## config.mk

```make
export PLATFORM = sky130hd
export DESIGN_NAME = dust_sensor_frame_parser_unit_flat
export DESIGN_NICKNAME = d
export VERILOG_FILES = /design/src/hw/rtl/dsfp_pkg.sv /design/src/hw/rtl/dsfp_ifs.sv /design/src/hw/rtl/dust_sensor_frame_parser_unit.sv /design/src/hw/rtl/dsfp_in_reg.sv /design/src/hw/rtl/dsfp_core.sv /design/src/hw/rtl/dsfp_out_reg.sv /design/src/flat_wrapper.sv
export SDC_FILE = /design/constraint.sdc
export NUM_CORES = 1
export LEC_CHECK = 0
export ABC_AREA = 1
export BUFFER_PORTS_ARGS = -buffer_cell sky130_fd_sc_hd__buf_2
export CAP_MARGIN = 20
export CORE_ASPECT_RATIO = 0.8
export CORE_UTILIZATION = 40
export DETAILED_ROUTE_END_ITERATION = 7
export PLACE_DENSITY_LB_ADDON = 0.12
export SKIP_LAST_GASP = 1
export SYNTH_ARGS = -nofsm -noshare
export SYNTH_HDL_FRONTEND = slang
export SYNTH_SLANG_ARGS = --single-unit
```

## constraint.sdc

```tcl
create_clock -name clk -period 8.35 [get_ports clk]
set_input_delay 1.67 -clock clk [delete_from_list [all_inputs] [get_ports clk]]
set_output_delay 1.67 -clock clk [all_outputs]
set_load 0.005 [all_outputs]
```

## src/hw/rtl/dsfp_pkg.sv

```systemverilog
// ----------------------------------------------------------------------------
// dsfp_pkg
// Shared types and constants of the dust sensor frame parser.
// ----------------------------------------------------------------------------
package dsfp_pkg;

	localparam logic [7:0] HDR_BYTE  = 8'hAA;
	localparam logic [7:0] CMD_BYTE  = 8'hC0;
	localparam logic [7:0] TAIL_BYTE = 8'hAB;

	localparam logic [15:0] TIMEOUT_RESET = 16'd500;

	localparam logic [2:0] ST_GOOD         = 3'd0;
	localparam logic [2:0] ST_ZERO         = 3'd1;
	localparam logic [2:0] ST_BAD_HEADER   = 3'd2;
	localparam logic [2:0] ST_BAD_COMMAND  = 3'd3;
	localparam logic [2:0] ST_BAD_CHECKSUM = 3'd4;
	localparam logic [2:0] ST_BAD_TAIL     = 3'd5;

	localparam logic [3:0] POS_HDR     = 4'd0;
	localparam logic [3:0] POS_CMD     = 4'd1;
	localparam logic [3:0] POS_PM25_LO = 4'd2;
	localparam logic [3:0] POS_PM25_HI = 4'd3;
	localparam logic [3:0] POS_PM10_LO = 4'd4;
	localparam logic [3:0] POS_PM10_HI = 4'd5;
	localparam logic [3:0] POS_DATA_A  = 4'd6;
	localparam logic [3:0] POS_DATA_B  = 4'd7;
	localparam logic [3:0] POS_SUM     = 4'd8;
	localparam logic [3:0] POS_TAIL    = 4'd9;

	localparam logic KIND_BYTE = 1'b0;
	localparam logic KIND_TICK = 1'b1;

	typedef struct packed {
		logic       kind;
		logic [7:0] rx_byte;
	} item_t;

	typedef struct packed {
		logic        fire;
		logic [2:0]  frame_status;
		logic [15:0] pm25_tenths;
		logic [15:0] pm10_tenths;
	} res_t;

endpackage

```

## src/hw/rtl/dsfp_ifs.sv

```systemverilog
// ----------------------------------------------------------------------------
// dsfp channel interfaces
// Input word, result word and configuration write channels.
// ----------------------------------------------------------------------------
interface dsfp_in_if;
	logic       valid;
	logic       ready;
	logic       kind;
	logic [7:0] rx_byte;
	modport source (output valid, kind, rx_byte, input ready);
	modport sink (input valid, kind, rx_byte, output ready);
endinterface

interface dsfp_out_if;
	logic        valid;
	logic        ready;
	logic [2:0]  frame_status;
	logic [15:0] pm25_tenths;
	logic [15:0] pm10_tenths;
	modport source (output valid, frame_status, pm25_tenths, pm10_tenths, input ready);
	modport sink (input valid, frame_status, pm25_tenths, pm10_tenths, output ready);
endinterface

interface dsfp_cfg_if;
	logic        valid;
	logic        ready;
	logic [15:0] idle_timeout_ticks;
	modport source (output valid, idle_timeout_ticks, input ready);
	modport sink (input valid, idle_timeout_ticks, output ready);
endinterface

```

## src/hw/rtl/dust_sensor_frame_parser_unit.sv

```systemverilog
// ----------------------------------------------------------------------------
// dust_sensor_frame_parser_unit
// Deframes 10-byte particulate sensor frames from serial bytes and ms ticks.
// ----------------------------------------------------------------------------
// Takes one word per clock: a received byte or a millisecond tick. A word is
// registered on acceptance and decided against the frame state in the next
// cycle; when it ends a frame or is rejected, its result lands in the result
// register at the end of that same cycle. Input keeps flowing while a result
// waits; only a word that ends a frame or is rejected stalls, and only while
// the result register is still full and not being read in that cycle. The
// idle timeout register may be written at any time the unit is idle and is
// always ready.
module dust_sensor_frame_parser_unit (
	input  logic        clk,
	input  logic        arst_n,
	dsfp_in_if.sink     rx,
	dsfp_out_if.source  result,
	dsfp_cfg_if.sink    cfg
);

	logic            valid_s1;
	dsfp_pkg::item_t item_s1;
	logic            advance;
	logic            out_free;
	dsfp_pkg::res_t  res;

	dsfp_in_reg u_in_reg (
		.clk      (clk),
		.arst_n   (arst_n),
		.rx       (rx),
		.advance  (advance),
		.valid_s1 (valid_s1),
		.item_s1  (item_s1)
	);

	dsfp_core u_core (
		.clk      (clk),
		.arst_n   (arst_n),
		.cfg      (cfg),
		.valid_s1 (valid_s1),
		.item_s1  (item_s1),
		.out_free (out_free),
		.advance  (advance),
		.res      (res)
	);

	dsfp_out_reg u_out_reg (
		.clk      (clk),
		.arst_n   (arst_n),
		.res      (res),
		.out_free (out_free),
		.result   (result)
	);

	a_tick_no_result: assert property (@(posedge clk) disable iff (!arst_n)
		!(res.fire && item_s1.kind == dsfp_pkg::KIND_TICK))
		else $error("tick produced a result");

	a_fire_needs_room: assert property (@(posedge clk) disable iff (!arst_n)
		res.fire |-> out_free)
		else $error("result overwrote a waiting result");

	a_good_nonzero: assert property (@(posedge clk) disable iff (!arst_n)
		(result.valid && result.frame_status == dsfp_pkg::ST_GOOD) |->
		(result.pm25_tenths != 16'd0 || result.pm10_tenths != 16'd0))
		else $error("good frame reported with both values zero");

	a_bad_zero_fields: assert property (@(posedge clk) disable iff (!arst_n)
		(res.fire && res.frame_status != dsfp_pkg::ST_GOOD) |->
		(res.pm25_tenths == 16'd0 && res.pm10_tenths == 16'd0))
		else $error("non-good result carries values");

endmodule

```

## src/hw/rtl/dsfp_in_reg.sv

```systemverilog
// ----------------------------------------------------------------------------
// dsfp_in_reg
// Input register stage: holds one accepted word until the parser takes it.
// ----------------------------------------------------------------------------
module dsfp_in_reg (
	input  logic              clk,
	input  logic              arst_n,
	dsfp_in_if.sink           rx,
	input  logic              advance,
	output logic              valid_s1,
	output dsfp_pkg::item_t   item_s1
);

	logic take;

	assign rx.ready = !valid_s1 || advance;
	assign take     = rx.valid && rx.ready;

	always_ff @(posedge clk or negedge arst_n) begin
		if (!arst_n) begin
			valid_s1 <= 1'b0;
		end else if (take) begin
			valid_s1 <= 1'b1;
		end else if (advance) begin
			valid_s1 <= 1'b0;
		end
	end

	always_ff @(posedge clk) begin
		if (take) begin
			item_s1.kind    <= rx.kind;
			item_s1.rx_byte <= rx.rx_byte;
		end
	end

endmodule

```

## src/hw/rtl/dsfp_core.sv

```systemverilog
// ----------------------------------------------------------------------------
// dsfp_core
// Frame state, idle tick counter, timeout register and per-word decision.
// ----------------------------------------------------------------------------
module dsfp_core (
	input  logic              clk,
	input  logic              arst_n,
	dsfp_cfg_if.sink          cfg,
	input  logic              valid_s1,
	input  dsfp_pkg::item_t   item_s1,
	input  logic              out_free,
	output logic              advance,
	output dsfp_pkg::res_t    res
);

	logic [15:0] timeout_q;
	logic [3:0]  pos_q;
	logic [7:0]  sum_q;
	logic [15:0] pm25_q;
	logic [15:0] pm10_q;
	logic [15:0] idle_q;

	logic        is_byte;
	logic [3:0]  pos_eff;
	logic        want;
	logic [2:0]  status;
	logic [3:0]  pos_next;
	logic [7:0]  b;

	assign cfg.ready = 1'b1;
	assign is_byte   = item_s1.kind == dsfp_pkg::KIND_BYTE;
	assign b         = item_s1.rx_byte;

	always_comb begin
		if (pos_q != dsfp_pkg::POS_HDR && idle_q >= timeout_q) begin
			pos_eff = dsfp_pkg::POS_HDR;
		end else if (pos_q > dsfp_pkg::POS_TAIL) begin
			pos_eff = dsfp_pkg::POS_HDR;
		end else begin
			pos_eff = pos_q;
		end
	end

	always_comb begin
		want     = 1'b0;
		status   = dsfp_pkg::ST_GOOD;
		pos_next = pos_eff + 4'd1;
		case (pos_eff)
			dsfp_pkg::POS_HDR: begin
				if (b != dsfp_pkg::HDR_BYTE) begin
					want   = 1'b1;
					status = dsfp_pkg::ST_BAD_HEADER;
				end
			end
			dsfp_pkg::POS_CMD: begin
				if (b != dsfp_pkg::CMD_BYTE) begin
					want   = 1'b1;
					status = dsfp_pkg::ST_BAD_COMMAND;
				end
			end
			dsfp_pkg::POS_SUM: begin
				if (b != sum_q) begin
					want   = 1'b1;
					status = dsfp_pkg::ST_BAD_CHECKSUM;
				end
			end
			dsfp_pkg::POS_TAIL: begin
				want = 1'b1;
				if (b != dsfp_pkg::TAIL_BYTE) begin
					status = dsfp_pkg::ST_BAD_TAIL;
				end else if (pm25_q == 16'd0 && pm10_q == 16'd0) begin
					status = dsfp_pkg::ST_ZERO;
				end else begin
					status = dsfp_pkg::ST_GOOD;
				end
			end
			default: begin
			end
		endcase
		if (want) begin
			pos_next = dsfp_pkg::POS_HDR;
		end
		if (!is_byte) begin
			want = 1'b0;
		end
	end

	assign advance          = valid_s1 && (!want || out_free);
	assign res.fire         = advance && want;
	assign res.frame_status = status;
	assign res.pm25_tenths  = (status == dsfp_pkg::ST_GOOD) ? pm25_q : 16'd0;
	assign res.pm10_tenths  = (status == dsfp_pkg::ST_GOOD) ? pm10_q : 16'd0;

	always_ff @(posedge clk or negedge arst_n) begin
		if (!arst_n) begin
			timeout_q <= dsfp_pkg::TIMEOUT_RESET;
			pos_q     <= dsfp_pkg::POS_HDR;
			sum_q     <= 8'd0;
			pm25_q    <= 16'd0;
			pm10_q    <= 16'd0;
			idle_q    <= 16'd0;
		end else begin
			if (cfg.valid && cfg.ready) begin
				timeout_q <= cfg.idle_timeout_ticks;
			end
			if (advance) begin
				if (!is_byte) begin
					if (idle_q != 16'hFFFF) begin
						idle_q <= idle_q + 16'd1;
					end
				end else begin
					idle_q <= 16'd0;
					pos_q  <= pos_next;
					case (pos_eff)
						dsfp_pkg::POS_HDR: begin
							if (!want) begin
								sum_q <= 8'd0;
							end
						end
						dsfp_pkg::POS_PM25_LO: begin
							pm25_q[7:0] <= b;
							sum_q       <= sum_q + b;
						end
						dsfp_pkg::POS_PM25_HI: begin
							pm25_q[15:8] <= b;
							sum_q        <= sum_q + b;
						end
						dsfp_pkg::POS_PM10_LO: begin
							pm10_q[7:0] <= b;
							sum_q       <= sum_q + b;
						end
						dsfp_pkg::POS_PM10_HI: begin
							pm10_q[15:8] <= b;
							sum_q        <= sum_q + b;
						end
						dsfp_pkg::POS_DATA_A, dsfp_pkg::POS_DATA_B: begin
							sum_q <= sum_q + b;
						end
						default: begin
						end
					endcase
				end
			end
		end
	end

endmodule

```

## src/hw/rtl/dsfp_out_reg.sv

```systemverilog
// ----------------------------------------------------------------------------
// dsfp_out_reg
// Result register: holds one finished word until the sink takes it.
// ----------------------------------------------------------------------------
module dsfp_out_reg (
	input  logic             clk,
	input  logic             arst_n,
	input  dsfp_pkg::res_t   res,
	output logic             out_free,
	dsfp_out_if.source       result
);

	logic        valid_q;
	logic [2:0]  status_q;
	logic [15:0] pm25_q;
	logic [15:0] pm10_q;

	assign out_free = !valid_q || result.ready;

	always_ff @(posedge clk or negedge arst_n) begin
		if (!arst_n) begin
			valid_q <= 1'b0;
		end else if (res.fire) begin
			valid_q <= 1'b1;
		end else if (result.ready) begin
			valid_q <= 1'b0;
		end
	end

	always_ff @(posedge clk) begin
		if (res.fire) begin
			status_q <= res.frame_status;
			pm25_q   <= res.pm25_tenths;
			pm10_q   <= res.pm10_tenths;
		end
	end

	assign result.valid        = valid_q;
	assign result.frame_status = status_q;
	assign result.pm25_tenths  = pm25_q;
	assign result.pm10_tenths  = pm10_q;

endmodule

```

## src/flat_wrapper.sv

```systemverilog
// flat-port wrapper written by rule: the top's interface ports become plain ports
module dust_sensor_frame_parser_unit_flat 
  (clk, arst_n, rx_valid, rx_kind, rx_rx_byte, rx_ready, result_valid, result_frame_status, result_pm25_tenths, result_pm10_tenths, result_ready, cfg_valid, cfg_idle_timeout_ticks, cfg_ready);
  dsfp_in_if rx_i ();
  dsfp_out_if result_i ();
  dsfp_cfg_if cfg_i ();
  input  logic clk;
  input  logic arst_n;
  input wire logic [$bits(rx_i.valid)-1:0] rx_valid;
  input wire logic [$bits(rx_i.kind)-1:0] rx_kind;
  input wire logic [$bits(rx_i.rx_byte)-1:0] rx_rx_byte;
  output wire logic [$bits(rx_i.ready)-1:0] rx_ready;
  output wire logic [$bits(result_i.valid)-1:0] result_valid;
  output wire logic [$bits(result_i.frame_status)-1:0] result_frame_status;
  output wire logic [$bits(result_i.pm25_tenths)-1:0] result_pm25_tenths;
  output wire logic [$bits(result_i.pm10_tenths)-1:0] result_pm10_tenths;
  input wire logic [$bits(result_i.ready)-1:0] result_ready;
  input wire logic [$bits(cfg_i.valid)-1:0] cfg_valid;
  input wire logic [$bits(cfg_i.idle_timeout_ticks)-1:0] cfg_idle_timeout_ticks;
  output wire logic [$bits(cfg_i.ready)-1:0] cfg_ready;
  assign rx_i.valid = rx_valid;
  assign rx_i.kind = rx_kind;
  assign rx_i.rx_byte = rx_rx_byte;
  assign rx_ready = rx_i.ready;
  assign result_valid = result_i.valid;
  assign result_frame_status = result_i.frame_status;
  assign result_pm25_tenths = result_i.pm25_tenths;
  assign result_pm10_tenths = result_i.pm10_tenths;
  assign result_i.ready = result_ready;
  assign cfg_i.valid = cfg_valid;
  assign cfg_i.idle_timeout_ticks = cfg_idle_timeout_ticks;
  assign cfg_ready = cfg_i.ready;
  dust_sensor_frame_parser_unit u_core (.clk(clk), .arst_n(arst_n), .rx(rx_i), .result(result_i), .cfg(cfg_i));
endmodule
```

* Word-level counts from Yosys, hierarchy flattened *
Index checks and enable logic that the tools add are counted.

operators by class
  $add $sub $neg = 3
  order comparisons = 2
  equal/unequal tests = 16
  mux-type cells = 22
  bitwise gates (word level) = 1
  reductions and logical operators = 27

operators by type and width
  cell                                                 number
  logical NOT 16 bit                                   2
  two-way mux 16 bit                                   2
  inequality test 8 bit, second input constant         3
  adder 16 x 1 -> 16 bit, second input constant        1
  equality test 4 x 3 -> 1 bit, second input constant  4
  greater-or-equal comparator 16 bit                   1
  inequality test 16 bit, second input constant        1
  case mux 8 bit (2 select lines)                      1
  two-way mux 4 bit                                    3
  case mux 3 bit (4 select lines)                      1
  AND reduction 3 bit                                  4
  two-way mux 1 bit                                    9
  adder 8 bit                                          1
  equality test 4 x 2 -> 1 bit, second input constant  2
  equality test 4 bit, second input constant           2
  two-way mux 8 bit                                    1
  inequality test 8 bit                                1
  two-way mux 3 bit                                    2
  nonzero test 2 bit                                   3
  OR reduction 6 bit                                   1
  logical AND 1 bit                                    5
  adder 4 x 1 -> 4 bit, second input constant          1
  equality test 4 x 1 -> 1 bit, second input constant  1
  > comparator 4 bit, second input constant            1
  11 further kinds                                     18

storage, ports and cells
  flip-flop bits (word level) = 122
  bits of input ports = 30
  output and inout bits = 38
  logic and storage cells = 86

* Logic depth before layout (Yosys ltp) *
  depth after elaboration = 12
  depth in mapped cells = 23
  mapped depth without buffers = 22

* Modules after synthesis *
From an unflattened synthesis, not the netlist that was laid out.

unflattened totals
  cell total of the unflattened synthesis = 686
  area, all modules = 6638.9 µm²

modules (own cells, without submodules)
  module        instances  cells an instance  area each (µm²)  sequential area each (µm²)
  dsfp_core     1          631                5227.5           1909.3
  dsfp_out_reg  1          40                 1096.1           1076.0
  dsfp_in_reg   1          15                 315.3            295.3

* Least setup slack after synthesis *
No wires, ideal clock.

  kind = input port to output port
  from = input result_ready
  to = output rx_ready
  arrival = 2.044 ns
  data required time = 6.680 ns
  path slack = 4.636 ns
  cell stages on the path = 2
  buffers on the path = 0
  cell sequence = nor2_1 > nand4_1

on the way
  longest elaborated chain between the ends = 4

ends and longest elaborated chain
  what               RTL line            RTL
  from (decl)        flat_wrapper.sv:17  input wire logic [$bits(result_i.ready)-1:0] result_ready;
  logical OR 1 bit   dsfp_out_reg.sv:18  assign out_free = !valid_q || result.ready;
  logical OR 1 bit   dsfp_core.sv:88     assign advance = valid_s1 && (!want || out_free);
  logical AND 1 bit  dsfp_core.sv:88
  logical OR 1 bit   dsfp_in_reg.sv:16   assign rx.ready = !valid_s1 || advance;
  to (decl)          flat_wrapper.sv:12  output wire logic [$bits(rx_i.ready)-1:0] rx_ready;

No other way between the ends.

* Final worst setup path *
  from = register u_core.u_core.timeout_q[2]
  to = output rx_ready

on the way
  longest elaborated chain between the ends = 10
  elaborated cells between the ends (all ways) = 13
  those cells by class = order compare (1); eq/ne (3); mux (3); reduce/logical (6)

ends and longest elaborated chain
  what                                         RTL line           RTL
  from (decl)                                  dsfp_core.sv:16    logic [15:0] timeout_q;
  from (signal assigned)                       dsfp_core.sv:96    timeout_q <= dsfp_pkg::TIMEOUT_RESET;
  from (signal assigned)                       dsfp_core.sv:104   timeout_q <= cfg.idle_timeout_ticks;
  greater-or-equal comparator 16 bit *         dsfp_core.sv:35    if (pos_q != dsfp_pkg::POS_HDR && idle_q >= timeout_q) begin
  logical AND 1 bit *                          dsfp_core.sv:35
  two-way mux 4 bit *                          dsfp_core.sv:35
  equality test 4 bit (tied with other cells)  dsfp_core.sv:48    case (pos_eff)
  case mux 1 bit (4 select lines) *            dsfp_core.sv:48
  two-way mux 1 bit *                          dsfp_core.sv:83    if (!is_byte) begin
  logical NOT 1 bit *                          --
  logical OR 1 bit *                           dsfp_core.sv:88
  logical AND 1 bit *                          dsfp_core.sv:88
  logical OR 1 bit *                           dsfp_in_reg.sv:16

Mark *: on every way between the ends. The rest lies on a longest branch, timed or not.

==> impl_metrics.tcl <==
set metrics [dict create \
    period_minus_slack_ps 4380 \
    num-fill-cells 1462 \
    globalRouteMet3Util 0.0495 \
    gpl.final_weighted_congestion 0.867 \
    ir_worst_vdd_v 0.000174 \
    post-dp-hpwl_um 9420 \
    worstPathRequired_ps 6680 \
    worstMarginPinSlew_ps 1050 \
    crit_path_frequent_cell "sky130_fd_sc_hd__nand2_1" \
    cts_repair_resize_count 0 \
    report.final.hold_viol_count 0 \
    layout_worst_path_cycle_share 0.524 \
    rsz0062_at_grt "no" \
    grt_antenna_before_repair 0 \
    synth_cell_types 46 \
    cts.sinks 122 \
    detail_route.first_pass.iterations 5 \
    die_w_um 142 \
    clkLatencyLatePin_ps 420 \
    first_global_vias 4551 \
    seq_area_frac_synth 0.526 \
    pin_count_of_the_biggest_net_entering_global_routing 79 \
    yosysTopAreaCellShare 0.289 \
    post_synth.cell_area_avg_um2 9.57 \
    die_area_um2 16100 \
    cts_tree "built" \
    drive_gt1_frac 0.207 \
    outcome "completed" \
    grtUsageMet2 0.282 \
    finalSetupViolations 0 \
    critical_path.startpoint_type "flip-flop" \
    port_buffers 66 \
    max-clock-path-buffers 2 \
    ctsHtreeMaxLevel 4 \
    crit_buf_inv 2 \
    drt.antenna.violating_nets 0 \
    count_of_nets_after_finishing 776 \
    post_cts_hold_fix_bufs 0 \
    global_route.peak_usage_layer "met2" \
    asyncSetResetFlopFracSynth 0.639 \
    wirelength_um 13400 \
    floorplan.initialDensity 0.413 \
    fp-row-count 40 \
    slew_headroom 0.299 \
    critPathMaxStageDelay_ps 510 \
    core_region_area_um2 15100 \
    drcViolationCount 0 \
    share_of_the_core_filled_with_cells_in_the_final_layout 0.489 \
    finish.cell_count_without_fillers 944 \
    finClkSkew_ps 17.2 \
    arrival_time_reported_for_the_critical_path_endpoint_ps 2710 \
    ff_latch_area_um2 3280 \
    critPathCaptureType "output pin" \
    cellLeakagePower_nw 3.38 \
    tritoncts.num_buffers 17 \
    synth_area_leaders "sky130_fd_sc_hd__dfrtp_1, sky130_fd_sc_hd__edfxtp_1, sky130_fd_sc_hd__nand2_1" \
    synth_flop_cell "sky130_fd_sc_hd__dfrtp_1" \
    yosys.area.top_type "sky130_fd_sc_hd__dfrtp_1" \
    total_power_mw 2.39 \
    setup_total_negative_slack_ps 0 \
    globalRoute.totalOverflow 0 \
    worstPathMaxFanout 9 \
    clk_slew_on_worst_s_h_paths_ps 60 \
    route.detailed.wl_per_inst_um 14.2 \
    path_cells "inv_1 -> ha_1 -> nand2_1 -> nor2_1 -> nor2_1 -> nand2_1 -> nand2_1 -> nand2_1 -> nand2_2 -> nand2_2 -> nand2_4 -> nand3_2 -> nor2_4 -> nand2_4 -> nand3_4 -> nand4_1 -> buf_2" \
    cp_slowest_cell "sky130_fd_sc_hd__dfstp_2" \
    path_class "reg -> out" \
    multi_input_comb_area_um2 2540 \
    fp.dieH_um 114 \
    timing.fmax_mhz 229 \
    gr-usage-met1 0.258 \
    synthToLayoutAreaGrowth_pct 18.5 \
    grt_first_pass_wirelength_um 22800 \
    aggregate_global_route_resource_usage 0.185 \
    cts.root.buffer_cell "sky130_fd_sc_hd__clkbuf_16" \
    timing_max_transition_violations_final 0 \
    viasPerCell 4.85 \
    yosys_register_bits 122 \
    count_of_mapped_cells_out_of_synthesis 652 \
    mappedNetlistArea_um2 6240 \
    synth.net_count 707 \
    boundaryPins 68 \
    post_cts_buffers 0 \
    pwr_density_cell_nw_per_um2 323 \
    crit_family "simple AND/OR/NAND/NOR gates" \
    synthesis.yosys.warnings 0 \
    routed-via-count 4579 \
    place_inst 911 \
    max_cap_viol_count 0 \
    detailedRoute.firstIterationViolations 283 \
    min-delay-path-class "reg -> reg" \
    synth-edff-count 44 \
    antennaDiodeCount 0 \
]
==> tightest hold or removal path: cells and delay by family, from the launching register on <==
kind,cells,cell delay (ps)
DFF,1,340
AOI/OAI and AO/OA,1,60
and+or+nand+nor,1,50
==> flip-flops by register name, summed over array words and instances, names as in the netlist, 4 cells and up <==
name                                 cells
u_core.u_core.pm25_q                    16
u_core.u_core.idle_q                    16
u_core.u_core.timeout_q                 16
u_core.u_core.pm10_q                    16
u_core.u_core.pos_q                      4
u_core.u_core.sum_q                      8
u_core.u_in_reg.item_s1                  9
u_core.u_out_reg.result.pm25_tenths     16
u_core.u_out_reg.result.pm10_tenths     16
==> cell usage after synthesis, types with 2 or more instances <==
| cell | count |
|---|---|
| sky130_fd_sc_hd__nor4_1 | 12 |
| sky130_fd_sc_hd__nand4_1 | 9 |
| sky130_fd_sc_hd__o21bai_1 | 10 |
| sky130_fd_sc_hd__inv_2 | 2 |
| sky130_fd_sc_hd__clkbuf_1 | 11 |
| sky130_fd_sc_hd__nor3b_1 | 32 |
| sky130_fd_sc_hd__edfxtp_1 | 44 |
| sky130_fd_sc_hd__and3_1 | 2 |
| sky130_fd_sc_hd__ha_1 | 24 |
| sky130_fd_sc_hd__nor2_1 | 37 |
| sky130_fd_sc_hd__nand2_2 | 13 |
| sky130_fd_sc_hd__buf_4 | 5 |
| sky130_fd_sc_hd__nor3_1 | 15 |
| sky130_fd_sc_hd__buf_6 | 2 |
| sky130_fd_sc_hd__nand3_4 | 3 |
| sky130_fd_sc_hd__nand3_1 | 27 |
| sky130_fd_sc_hd__o21ai_2 | 9 |
| sky130_fd_sc_hd__nand2_4 | 3 |
| sky130_fd_sc_hd__inv_1 | 74 |
| sky130_fd_sc_hd__nand4_4 | 3 |
| sky130_fd_sc_hd__o21ai_1 | 29 |
| sky130_fd_sc_hd__nor2_2 | 3 |
| sky130_fd_sc_hd__dfstp_2 | 6 |
| sky130_fd_sc_hd__xor2_1 | 5 |
| sky130_fd_sc_hd__nand3_2 | 3 |
| sky130_fd_sc_hd__xnor2_1 | 2 |
| sky130_fd_sc_hd__a21oi_1 | 13 |
| sky130_fd_sc_hd__nand2_1 | 139 |
| sky130_fd_sc_hd__dfrtp_1 | 72 |
| sky130_fd_sc_hd__o21ai_0 | 25 |
| sky130_fd_sc_hd__nor2_4 | 3 |
==> kinds of logic after synthesis <==
family	Yosys count	synth area share
XOR/XNOR	7	0.00983
multiplexers	1	0.00180
adder cells (fa/ha/maj)	25	0.0513
buffers and inverters	97	0.0670
AND/OR/NAND/NOR	307	0.258
AO/OA/AOI/OAI	92	0.0858
flip-flops	122	0.526
other	1	0.000601
==> stage by stage <==
step	worst slack, ps	area, um^2	hold WS, ps
global placement	4310	6730	472
detailed placement	4300	6730	478
global route	3720	7390	504
CTS	3950	7370	492
floorplan	4640	6240	459
finish	3970	7390	488
==> where the power goes <==
| part | internal, mW | total [mW] | switching (mW) |
|---|---|---|---|
| clock network | 0.528 | 0.790 | 0.263 |
| logic | 0.254 | 0.694 | 0.440 |
| registers | 0.812 | 0.904 | 0.0918 |
| total | 1.59 | 2.39 | 0.794 |
==> metal layers <==
layer / vias up / share of wire
met4: 0 / 0.012
met5: - / 0
li1: 2333 / -
met3: 6 / 0.046
met2: 73 / 0.45
met1: 2167 / 0.49
==> area by class of cell <==
cell class	count	area share
multi-input cells	433	0.344
inverters	77	0.0394
flip-flops and latches	122	0.444
repair buffers	70	0.0518
clock buffers	19	0.0585
clock inverters	13	0.0271
well taps	210	0.0355
==> cells in the final DEF, fill, tap and decap left out, types with 3 or more instances in the layout <==
cell,count
sky130_fd_sc_hd__a21oi_1,13
sky130_fd_sc_hd__buf_2,65
sky130_fd_sc_hd__buf_4,4
sky130_fd_sc_hd__bufinv_16,5
sky130_fd_sc_hd__clkbuf_16,17
sky130_fd_sc_hd__clkinv_2,4
sky130_fd_sc_hd__dfrtp_1,72
sky130_fd_sc_hd__dfstp_2,6
sky130_fd_sc_hd__edfxtp_1,44
sky130_fd_sc_hd__ha_1,24
sky130_fd_sc_hd__inv_1,74
sky130_fd_sc_hd__nand2_1,139
sky130_fd_sc_hd__nand2_2,13
sky130_fd_sc_hd__nand2_4,3
sky130_fd_sc_hd__nand3_1,27
sky130_fd_sc_hd__nand3_2,3
sky130_fd_sc_hd__nand3_4,3
sky130_fd_sc_hd__nand4_1,9
sky130_fd_sc_hd__nand4_4,3
sky130_fd_sc_hd__nor2_1,36
sky130_fd_sc_hd__nor2_2,4
sky130_fd_sc_hd__nor2_4,3
sky130_fd_sc_hd__nor3_1,15
sky130_fd_sc_hd__nor3b_1,32
sky130_fd_sc_hd__nor4_1,12
sky130_fd_sc_hd__o21ai_0,25
sky130_fd_sc_hd__o21ai_1,29
sky130_fd_sc_hd__o21ai_2,9
sky130_fd_sc_hd__o21bai_1,10
sky130_fd_sc_hd__xor2_1,5
==> worst paths after layout <==
path | cells after the start | startpoint | slack, ps | to
min | 2 | u_core.u_core.pm10_q[15] | 490 | u_core.u_core.pm10_q[15]
min in group asynchronous | 1 | arst_n | 1080 | u_core.u_core.timeout_q[11]
min reg2reg | 2 | u_core.u_core.pm10_q[15] | 490 | u_core.u_core.pm10_q[15]
max in group asynchronous | 2 | arst_n | 6610 | u_core.u_core.timeout_q[2]
max | 17 | u_core.u_core.timeout_q[2] | 3970 | rx_ready
max reg2reg | 20 | u_core.u_core.timeout_q[2] | 4890 | u_core.u_out_reg.result.pm10_tenths[1]
Note: power is estimated with default switching activity, not from simulation.
